$ cat src/sv/mat_pkg.sv
`timescale 1ns / 1ps
// Shared types, codes and helpers for the matrix add/sub/mul/transpose block.
// No dependencies; imported by mat_ctrl, mat_dp and the top level.
package mat_pkg;

    localparam int MAX_DIM = 16;
    localparam int IDX_W   = (MAX_DIM > 1) ? $clog2(MAX_DIM) : 1;
    localparam int ADDR_W  = 2 * IDX_W;
    localparam int DEPTH   = 1 << ADDR_W;
    localparam int DIM_W   = $clog2(MAX_DIM + 1);

    localparam logic [1:0] OP_WRITE_A = 2'd0;
    localparam logic [1:0] OP_WRITE_B = 2'd1;
    localparam logic [1:0] OP_READ    = 2'd2;

    localparam logic [2:0] SEC_SUM  = 3'd0;
    localparam logic [2:0] SEC_DIFF = 3'd1;
    localparam logic [2:0] SEC_PROD = 3'd2;
    localparam logic [2:0] SEC_TR_A = 3'd3;
    localparam logic [2:0] SEC_TR_B = 3'd4;

    localparam logic [1:0] REG_ROWS = 2'd0;
    localparam logic [1:0] REG_COLS = 2'd1;

    typedef struct packed {
        logic [1:0]         operation;
        logic [2:0]         section;
        logic [3:0]         row;
        logic [3:0]         col;
        logic signed [31:0] value;
    } in_item_t;

    typedef struct packed {
        logic signed [31:0] result;
        logic               status;
    } out_item_t;

    // Controller to datapath
    typedef struct packed {
        logic accept;
        logic start;
        logic issue;
        logic load;
    } dp_cmd_t;

    // Datapath to controller
    typedef struct packed {
        logic bad;
        logic last;
        logic busy;
        logic out_free;
    } dp_stat_t;

    // Saturate a dimension register to MAX_DIM
    function automatic logic [DIM_W-1:0] eff_dim(input logic [4:0] d);
        if (int'(d) > MAX_DIM)
            return DIM_W'(MAX_DIM);
        else
            return DIM_W'(d);
    endfunction

    function automatic logic below(input logic [3:0] idx, input logic [DIM_W-1:0] dim);
        return int'(idx) < int'(dim);
    endfunction

endpackage

$ cat src/sv/mat_ctrl.sv
`timescale 1ns / 1ps
// Controller state machine: sequences one read word through issue, drain and output.
// Depends on mat_pkg for command and status structs.
module mat_ctrl (
    input  logic              clk,
    input  logic              rst_n,
    input  logic              req_valid,
    input  logic [1:0]        req_op,
    output logic              req_ready,
    input  mat_pkg::dp_stat_t stat,
    output mat_pkg::dp_cmd_t  cmd
);
    import mat_pkg::*;

    typedef enum logic [3:0] {
        ST_IDLE  = 4'b0001,
        ST_ISSUE = 4'b0010,
        ST_DRAIN = 4'b0100,
        ST_DONE  = 4'b1000
    } state_t;

    state_t state_reg;
    state_t state_next;

    always_ff @(posedge clk or negedge rst_n)
    begin
        if (!rst_n)
            state_reg <= ST_IDLE;
        else
            state_reg <= state_next;
    end

    assign req_ready = (state_reg == ST_IDLE);

    always_comb
    begin
        state_next = state_reg;
        cmd        = '0;
        cmd.accept = req_valid && req_ready;
        unique case (state_reg)
            ST_IDLE:
            begin
                if (req_valid && req_op == OP_READ)
                begin
                    cmd.start  = 1'b1;
                    state_next = ST_ISSUE;
                end
            end
            ST_ISSUE:
            begin
                // a rejected read goes straight out with status set
                if (stat.bad)
                    state_next = ST_DONE;
                else
                begin
                    cmd.issue = 1'b1;
                    if (stat.last)
                        state_next = ST_DRAIN;
                end
            end
            ST_DRAIN:
            begin
                if (!stat.busy)
                    state_next = ST_DONE;
            end
            ST_DONE:
            begin
                if (stat.out_free)
                begin
                    cmd.load   = 1'b1;
                    state_next = ST_IDLE;
                end
            end
            default:
                state_next = ST_IDLE;
        endcase
    end

endmodule

$ cat config.mk
export PLATFORM = sky130hd
export DESIGN_NAME = mat_ctrl
export DESIGN_NICKNAME = d
export VERILOG_FILES = /design/src/sv/mat_pkg.sv /design/src/sv/mat_ctrl.sv
export SDC_FILE = /design/constraint.sdc
export NUM_CORES = 1
export LEC_CHECK = 0
export BUFFER_PORTS_ARGS = -buffer_cell sky130_fd_sc_hd__buf_4
export CAP_MARGIN = 20
export CORE_AREA = 2 2 39 41
export DETAILED_ROUTE_END_ITERATION = 12
export DIE_AREA = 0 0 41 43
export PLACE_DENSITY = 0.44
export SLEW_MARGIN = 5
export SYNTH_ARGS = -nofsm -noshare
export SYNTH_HDL_FRONTEND = slang
export SYNTH_SLANG_ARGS = --single-unit
$ cat constraint.sdc
create_clock -name clk -period 2.4 [get_ports clk]
set_clock_uncertainty 0.15 [all_clocks]
set_input_delay 0.36 -clock clk [delete_from_list [all_inputs] [get_ports clk]]
set_output_delay 0.36 -clock clk [all_outputs]
set_load 0.01 [all_outputs]
==> summary.md, run 1 <==
| Metric | Value |
|---|---|
| Most frequent cells in the layout | 13 x buf_4, 3 x nor2_1, 3 x clkbuf_4, 3 x dfrtp_1 |
| Post-synthesis simple-gate area fraction | 0.399 |
| Clock-pin slew on the worst setup and hold paths | 0.04 ns |
| Critical Path Start Type | flip-flop |
| Comb pwr share | 0.163 |
| Gpl congestion | 0.687 |
| Mux cell area share after synthesis | 0 |
| RSZ-0062 raised after global routing | false |
| Status | completed |
| Net Sw Power | 43.9 uW |
| Flop2flop setup slack | 1.07 ns |
| Crit path capture | cmd[2] |
| Final Net Count | 53 |
| DRC viols | 0 |
| Final WL | 605 um |
| Setup violators final | 0 |
| Critical Path AT | 1.40 ns |
| Synth Area in XOR/XNOR | 0 |
| DRT iter0 DRCs | 2 |
| IO Count | 14 |
| Worst-Skew Late Latency | 0.24 ns |
| # rows | 14 |
| Worst Path Required | 1.89 ns |
| Hold crit path type | in2reg |
| GR Overflow Total | 0 |
| Finished Cell Area | 414 um^2 |
| Die area | 1760 um^2 |
| Initial Util | 0.188 |
| Post-synthesis sequential area ratio | 0.389 |
| First-pass GRT wire length | 1.00 mm |
| Initial antenna violation count | 0 |
| Syn Nets | 34 |
| CTS H-tree depth | 1 |
| Final Hold Viols | 0 |
| Commonest non-fill, non-tap cell in the layout | buf_4 |
| LEAKAGE | 0.210 nW |
| Mean Syn Cell Area | 10.4 um^2 |
| Power per Cell Area | 477 nW/um^2 |
| Internal power | 153 uW |
| Postcts setup bufs | 0 |
| Cts bufs inserted | 3 |
| Layout cells sized above 1 | 0.488 |
| Via count | 257 |
| Largest register FFs | 4 |
| Crit path capture type | output port |
| Detailed Routing Iterations Pass 1 | 4 |
| CTS tree | done |
| Syn. warnings | 0 |
| Clock sinks | 4 |
| CTS Root Cell | clkbuf_4 |
| Hold Startpoint | stat[2] |
| Reg2reg end | state_reg[1]$_DFFE_PN0P_ |
| Gr usage total | 0.0857 |
| Post-Syn Area | 260 um^2 |
| Routed vias/inst | 4.36 |
| Ant diodes | 0 |
| Vias in the first global route | 256 |
| Worst Setup SP | state_reg[0]$_DFFE_PN1P_ |
| Layout Area Growth over Synthesis | 59.1% |
| Crit-path max FO | 5 |
| Cells after Synth | 25 |
| Rel. slew slack | 0.823 |
| Post-route minimum period | 1.91 ns |
| Max_cap viols | 0 |
| R2R cell count | 3 |
| Fin crit share | 0.794 |
| Max-slew violation count | 0 |
| Drt wl/cell | 10.3 um |
| Combinational family with the most area after synthesis | simple AND/OR/NAND/NOR gates |
| I/O Buffers | 13 |
| FF-to-FF Start | state_reg[0]$_DFFE_PN1P_ |
| Placed Area | 378 um^2 |
| Post-Synth Adder-Cell Area | 0 |
| Placeable Area | 1380 um^2 |
| Sw frac | 0.223 |
| Post-DRT Antenna Nets | 0 |
| Yosys reg bits | 4 |
| FMAX | 0.525 GHz |
| Share of total power in the clock network | 0.465 |
| Worst-Margin Slew | 0.264 ns |
| Largest net degree at the start of global routing | 8 |
| Netlist cell types | 18 |
| Setup TNS | 0 ns |
| Crit Path Category | reg2out |
| Synth Area in Compound Gates | 0.183 |
| VDD IR max | 0.000166 V |
| Die W | 41 um |
| Flop pwr share | 0.372 |
| Die Ht | 43 um |
| CTS Buffer Depth | 2 |
| DP Wirelength | 497 um |
through the flow:
| stage | setup slack [ns] | total power [mW] | cells | hold slack (ns) | utilization |
|---|---|---|---|---|---|
| finish | 0.495 | 0.197 | 59 | 0.214 | 0.299 |
| global route | 0.367 | 0.212 | 59 | 0.213 | 0.299 |
| CTS | 0.458 | 0.204 | 59 | 0.202 | 0.299 |
| detailed placement | 0.726 | 0.106 | 54 | 0.00759 | 0.273 |
| global placement | 0.753 | 0.106 | 54 | 0.00619 | 0.273 |
| floorplan | 0.793 | 0.0858 | 25 | -0.0856 | - |
worst min path at each step:
stage / slack, ns / cells past startpoint / end
2_1_floorplan: -0.09 / 0 / state_reg[1]$_DFFE_PN0P_
6_report: 0.21 / 2 / state_reg[1]$_DFFE_PN0P_
4_1_cts: 0.20 / 2 / state_reg[1]$_DFFE_PN0P_
3_3_place_gp: 0.006 / 1 / state_reg[2]$_DFFE_PN0P_
3_5_place_dp: 0.008 / 1 / state_reg[2]$_DFFE_PN0P_
5_1_grt: 0.21 / 2 / state_reg[1]$_DFFE_PN0P_
layout make-up:
class / instances / area [um^2]
clock buffers: 4 / 26.3
fillers: 148 / 970
inverters: 2 / 7.51
multi-input cells: 19 / 151
flip-flops and latches: 4 / 101
well taps: 16 / 20.0
repair buffers: 14 / 108
logic make-up after synthesis:
family          after synthesis
simple gates                 12
compound gates                7
flops                         4
buf+inv                       2
routing by layer:
metal / vias up / global-route usage / part of all wire
met5: - / 0 / 0
met4: 0 / 0.0600 / 0
met3: 0 / 0.0314 / 0.084
met2: 11 / 0.113 / 0.49
met1: 116 / 0.111 / 0.43
li1: 130 / - / -
critical path, cell delays in order (launching register included):
cell	delay (ns)
dfstp_2	0.56
nor4b_4	0.26
nand4b_2	0.16
inv_1	0.08
buf_4	0.11
synthesized netlist by cell type:
| library cell | n | area [um^2] |
|---|---|---|
| a21oi_1 | 1 | 5.00 |
| o21bai_1 | 1 | 7.51 |
| nand4b_2 | 1 | 15.0 |
| and4b_1 | 1 | 10.0 |
| nor3b_2 | 1 | 12.5 |
| nor2b_1 | 1 | 6.26 |
| nor3b_1 | 1 | 7.51 |
| nor2_1 | 3 | 11.3 |
| dfstp_2 | 1 | 26.3 |
| o31ai_1 | 1 | 7.51 |
| nand3_1 | 2 | 10.0 |
| and2_2 | 1 | 7.51 |
| o21ai_0 | 2 | 10.0 |
| a32o_1 | 1 | 10.0 |
| o21a_1 | 1 | 7.51 |
| inv_1 | 2 | 7.51 |
| dfrtp_1 | 3 | 75.1 |
| nor4b_4 | 1 | 23.8 |
power by group through the flow:
stage | clock, mW | sequential (mW) | combinational [mW]
4_1_cts | 0.0975 | 0.0735 | 0.0328
2_1_floorplan | 0 | 0.0735 | 0.0123
6_report | 0.0918 | 0.0734 | 0.0322
3_3_place_gp | 0 | 0.0744 | 0.0311
5_1_grt | 0.103 | 0.0739 | 0.0350
3_5_place_dp | 0 | 0.0743 | 0.0314
repair_timing:
| action | 4_1_cts | 5_1_grt |
|---|---|---|
| gates resized for setup | 0 | 0 |
| endpoints found under the hold margin | 4 | 0 |
| hold buffers | 1 | 0 |
(Power assumes the default switching activity.)
==> run 2, diff against run 1 <==
--- a/config.mk
+++ b/config.mk
@@ -5,12 +5,13 @@
 export SDC_FILE = /design/constraint.sdc
 export NUM_CORES = 1
 export LEC_CHECK = 0
+export ABC_AREA = 1
 export BUFFER_PORTS_ARGS = -buffer_cell sky130_fd_sc_hd__buf_4
 export CAP_MARGIN = 20
 export CORE_AREA = 2 2 39 41
 export DETAILED_ROUTE_END_ITERATION = 12
 export DIE_AREA = 0 0 41 43
-export PLACE_DENSITY = 0.44
+export PLACE_DENSITY = 0.46
 export SLEW_MARGIN = 5
 export SYNTH_ARGS = -nofsm -noshare
 export SYNTH_HDL_FRONTEND = slang
==> constraint.sdc (replaced) <==
create_clock -name clk -period 1.85 [get_ports clk]
set_clock_uncertainty 0.15 [all_clocks]
set_input_delay 0.2775 -clock clk [delete_from_list [all_inputs] [get_ports clk]]
set_output_delay 0.2775 -clock clk [all_outputs]
set_load 0.01 [all_outputs]
==> run 2 against run 1 <==
Net effect:
- sequential share of layout area fell by 0.99 points
- count of clock-buffer cells in the layout is the same
- highest routed layer is now met4
- largest power group is now combinational cells
- register-to-register slack got worse by 0.56 ns
- sequential cell count is the same
- clock power grew 35%
==> summary.md, run 2 <==
| Metric | Value |
|---|---|
| Largest net degree at the start of global routing | 6 |
| Initial antenna violation count | 0 |
| Synth Area in XOR/XNOR | 0 |
| CTS H-tree depth | 1 |
| GR Overflow Total | 0 |
| Worst-Margin Slew | 0.264 ns |
| Cts bufs inserted | 3 |
| Worst Path Required | 1.42 ns |
| Final WL | 669 um |
| Largest register FFs | 4 |
| Vias in the first global route | 281 |
| LEAKAGE | 0.256 nW |
| Cell taking the most area after synthesis | dfrtp_1 |
| Fin cells | 80 |
| Max_cap viols | 0 |
| Via count | 320 |
| Dominant cells by area after synthesis | dfrtp_1 27%, nand2_1 18%, nor2_1 14% |
| Critical Path AT | 1.26 ns |
| I/O Buffers | 13 |
| Mux cell area share after synthesis | 0 |
| Number of flops mapped to enable cells by yosys | 0 |
| Commonest cells post-synth | 13 x nand2_1, 10 x nor2_1, 8 x inv_1, 6 x nand3_1 |
| IO Count | 14 |
| Count leader, synth | nand2_1 |
| Post-synthesis simple-gate area fraction | 0.509 |
| Post-route minimum period | 1.68 ns |
| DRC viols | 0 |
| CTS Root Cell | clkbuf_4 |
| Rel. slew slack | 0.823 |
| Layout Area Growth over Synthesis | 55.4% |
| Ant diodes | 0 |
| CTS Buffer Depth | 2 |
| Die W | 41 um |
| Clock sinks | 4 |
| VDD IR max | 0.000325 V |
| # rows | 14 |
| Clock-pin slew on the worst setup and hold paths | 0.04 ns |
| Initial Util | 0.201 |
| Post-synthesis sequential area ratio | 0.365 |
| Setup violators final | 0 |
| Yosys top cell area share | 0.270 |
| Detailed Routing Iterations Pass 1 | 4 |
| CTS tree | done |
| First-pass GRT wire length | 1.09 mm |
| Syn Nets | 55 |
| Crit Path Category | reg2out |
| Setup TNS | 0 ns |
| Die area | 1760 um^2 |
| Die Ht | 43 um |
| Placed Cells | 75 |
| DRT iter0 DRCs | 9 |
| Top FF cell, synth | dfrtp_1 |
| FMAX | 0.594 GHz |
| Routed vias/inst | 4.00 |
| Power per Cell Area | 1000 nW/um^2 |
| Fin crit share | 0.910 |
| Post-Syn Area | 278 um^2 |
| Gpl congestion | 0.776 |
| Cells after Synth | 46 |
| Post-DRT Antenna Nets | 0 |
| Yosys reg bits | 4 |
| Synth Area in Compound Gates | 0.0180 |
| Crit path capture type | output port |
| RSZ-0062 raised after global routing | false |
| Critical Path Start Type | flip-flop |
| Postcts setup bufs | 0 |
| Crit-path max FO | 4 |
| Flop2flop setup slack | 0.51 ns |
| Drt wl/cell | 8.36 um |
| Netlist cell types | 9 |
| Async SR Flop Fraction | 1.00 |
| Fill cells | 156 |
| Mean Syn Cell Area | 6.04 um^2 |
| Final Hold Viols | 0 |
| Status | completed |
| Max-slew violation count | 0 |
| Final Net Count | 74 |
| Syn. warnings | 0 |
| Post-Synth Adder-Cell Area | 0 |
| Placeable Area | 1380 um^2 |
| Worst-Skew Late Latency | 0.24 ns |
| Most frequent cells in the layout | 13 x nand2_1, 13 x buf_4, 10 x nor2_1, 8 x inv_1, 6 x nand3_1 |
| Hold crit path type | in2reg |
| Layout cells sized above 1 | 0.328 |
| Gr usage total | 0.0948 |
| DP Wirelength | 552 um |
| Combinational family with the most area after synthesis | simple AND/OR/NAND/NOR gates |
==> run 2: cell types whose count changed in the layout (fill, tap and decap cells not counted), moves of 2 or more <==
cell,previous run,this run
nor2_1,3,10
nor2_2,0,3
o21ai_0,2,0
nand3_1,2,6
nand2_1,0,13
inv_1,2,8
==> run 2: repair_timing <==
| item | 4_1_cts | 5_1_grt |
|---|---|---|
| hold buffers | 1 | 0 |
| endpoints found under the hold margin | 4 | 0 |
| gates resized for setup | 0 | 0 |
==> run 2: layout make-up <==
type	count	area (um^2)	area share
multi-input combinational	34	146	0.339
clock buffer	4	26.3	0.0609
timing repair buffer	14	108	0.249
inverter	8	30.0	0.0696
tap	16	20.0	0.0464
sequential	4	101	0.235
==> run 2: logic make-up after synthesis <==
| group | count (synthesis) |
|---|---|
| flops | 4 |
| compound gates | 1 |
| buf+inv | 8 |
| simple gates | 33 |
==> run 2: report_power, final <==
| part | internal (mW) | switching, mW | total (mW) |
|---|---|---|---|
| Clock | 0.0814 | 0.0430 | 0.124 |
| Sequential | 0.112 | 0.0112 | 0.123 |
| Combinational | 0.0762 | 0.108 | 0.184 |
| Total | 0.269 | 0.162 | 0.432 |
==> run 2: stage by stage <==
step | hold slack (ns) | util | instance area [um^2] | worst slack (ns) | power [mW]
after floorplan | -0.168 | - | 278 | 0.494 | 0.238
after global placement | -0.0739 | 0.286 | 395 | 0.413 | 0.308
after detailed placement | -0.0752 | 0.286 | 395 | 0.418 | 0.311
after CTS | 0.162 | 0.312 | 432 | 0.154 | 0.437
after global routing | 0.171 | 0.312 | 432 | 0.0624 | 0.464
final | 0.161 | 0.312 | 432 | 0.166 | 0.432
==> run 2: per-layer routing <==
layer	routed length (um)	global-route usage
met2	308	0.113
met3	46	0.0471
met1	302	0.130
met4	12	0.0600
met5	0	0
==> run 2: worst max-delay path, stage by stage, from the launching register on <==
cell and delay (ns):
dfstp_2 0.53, inv_1 0.04, nor2_1 0.14, nand2_2 0.09, nor2_1 0.09, buf_4 0.12
==> run 2: final timing paths <==
check / start / depth (start not counted) / endpoint
setup / recovery: state_reg[0]$_DFFE_PN1P_ / 5 / cmd[2]
hold / removal: stat[1] / 3 / state_reg[2]$_DFFE_PN0P_
setup reg to reg: state_reg[0]$_DFFE_PN1P_ / 7 / state_reg[2]$_DFFE_PN0P_
hold reg to reg: state_reg[1]$_DFFE_PN0P_ / 3 / state_reg[0]$_DFFE_PN1P_
max in group asynchronous: rst_n / 2 / state_reg[0]$_DFFE_PN1P_
min in group asynchronous: rst_n / 2 / state_reg[1]$_DFFE_PN0P_
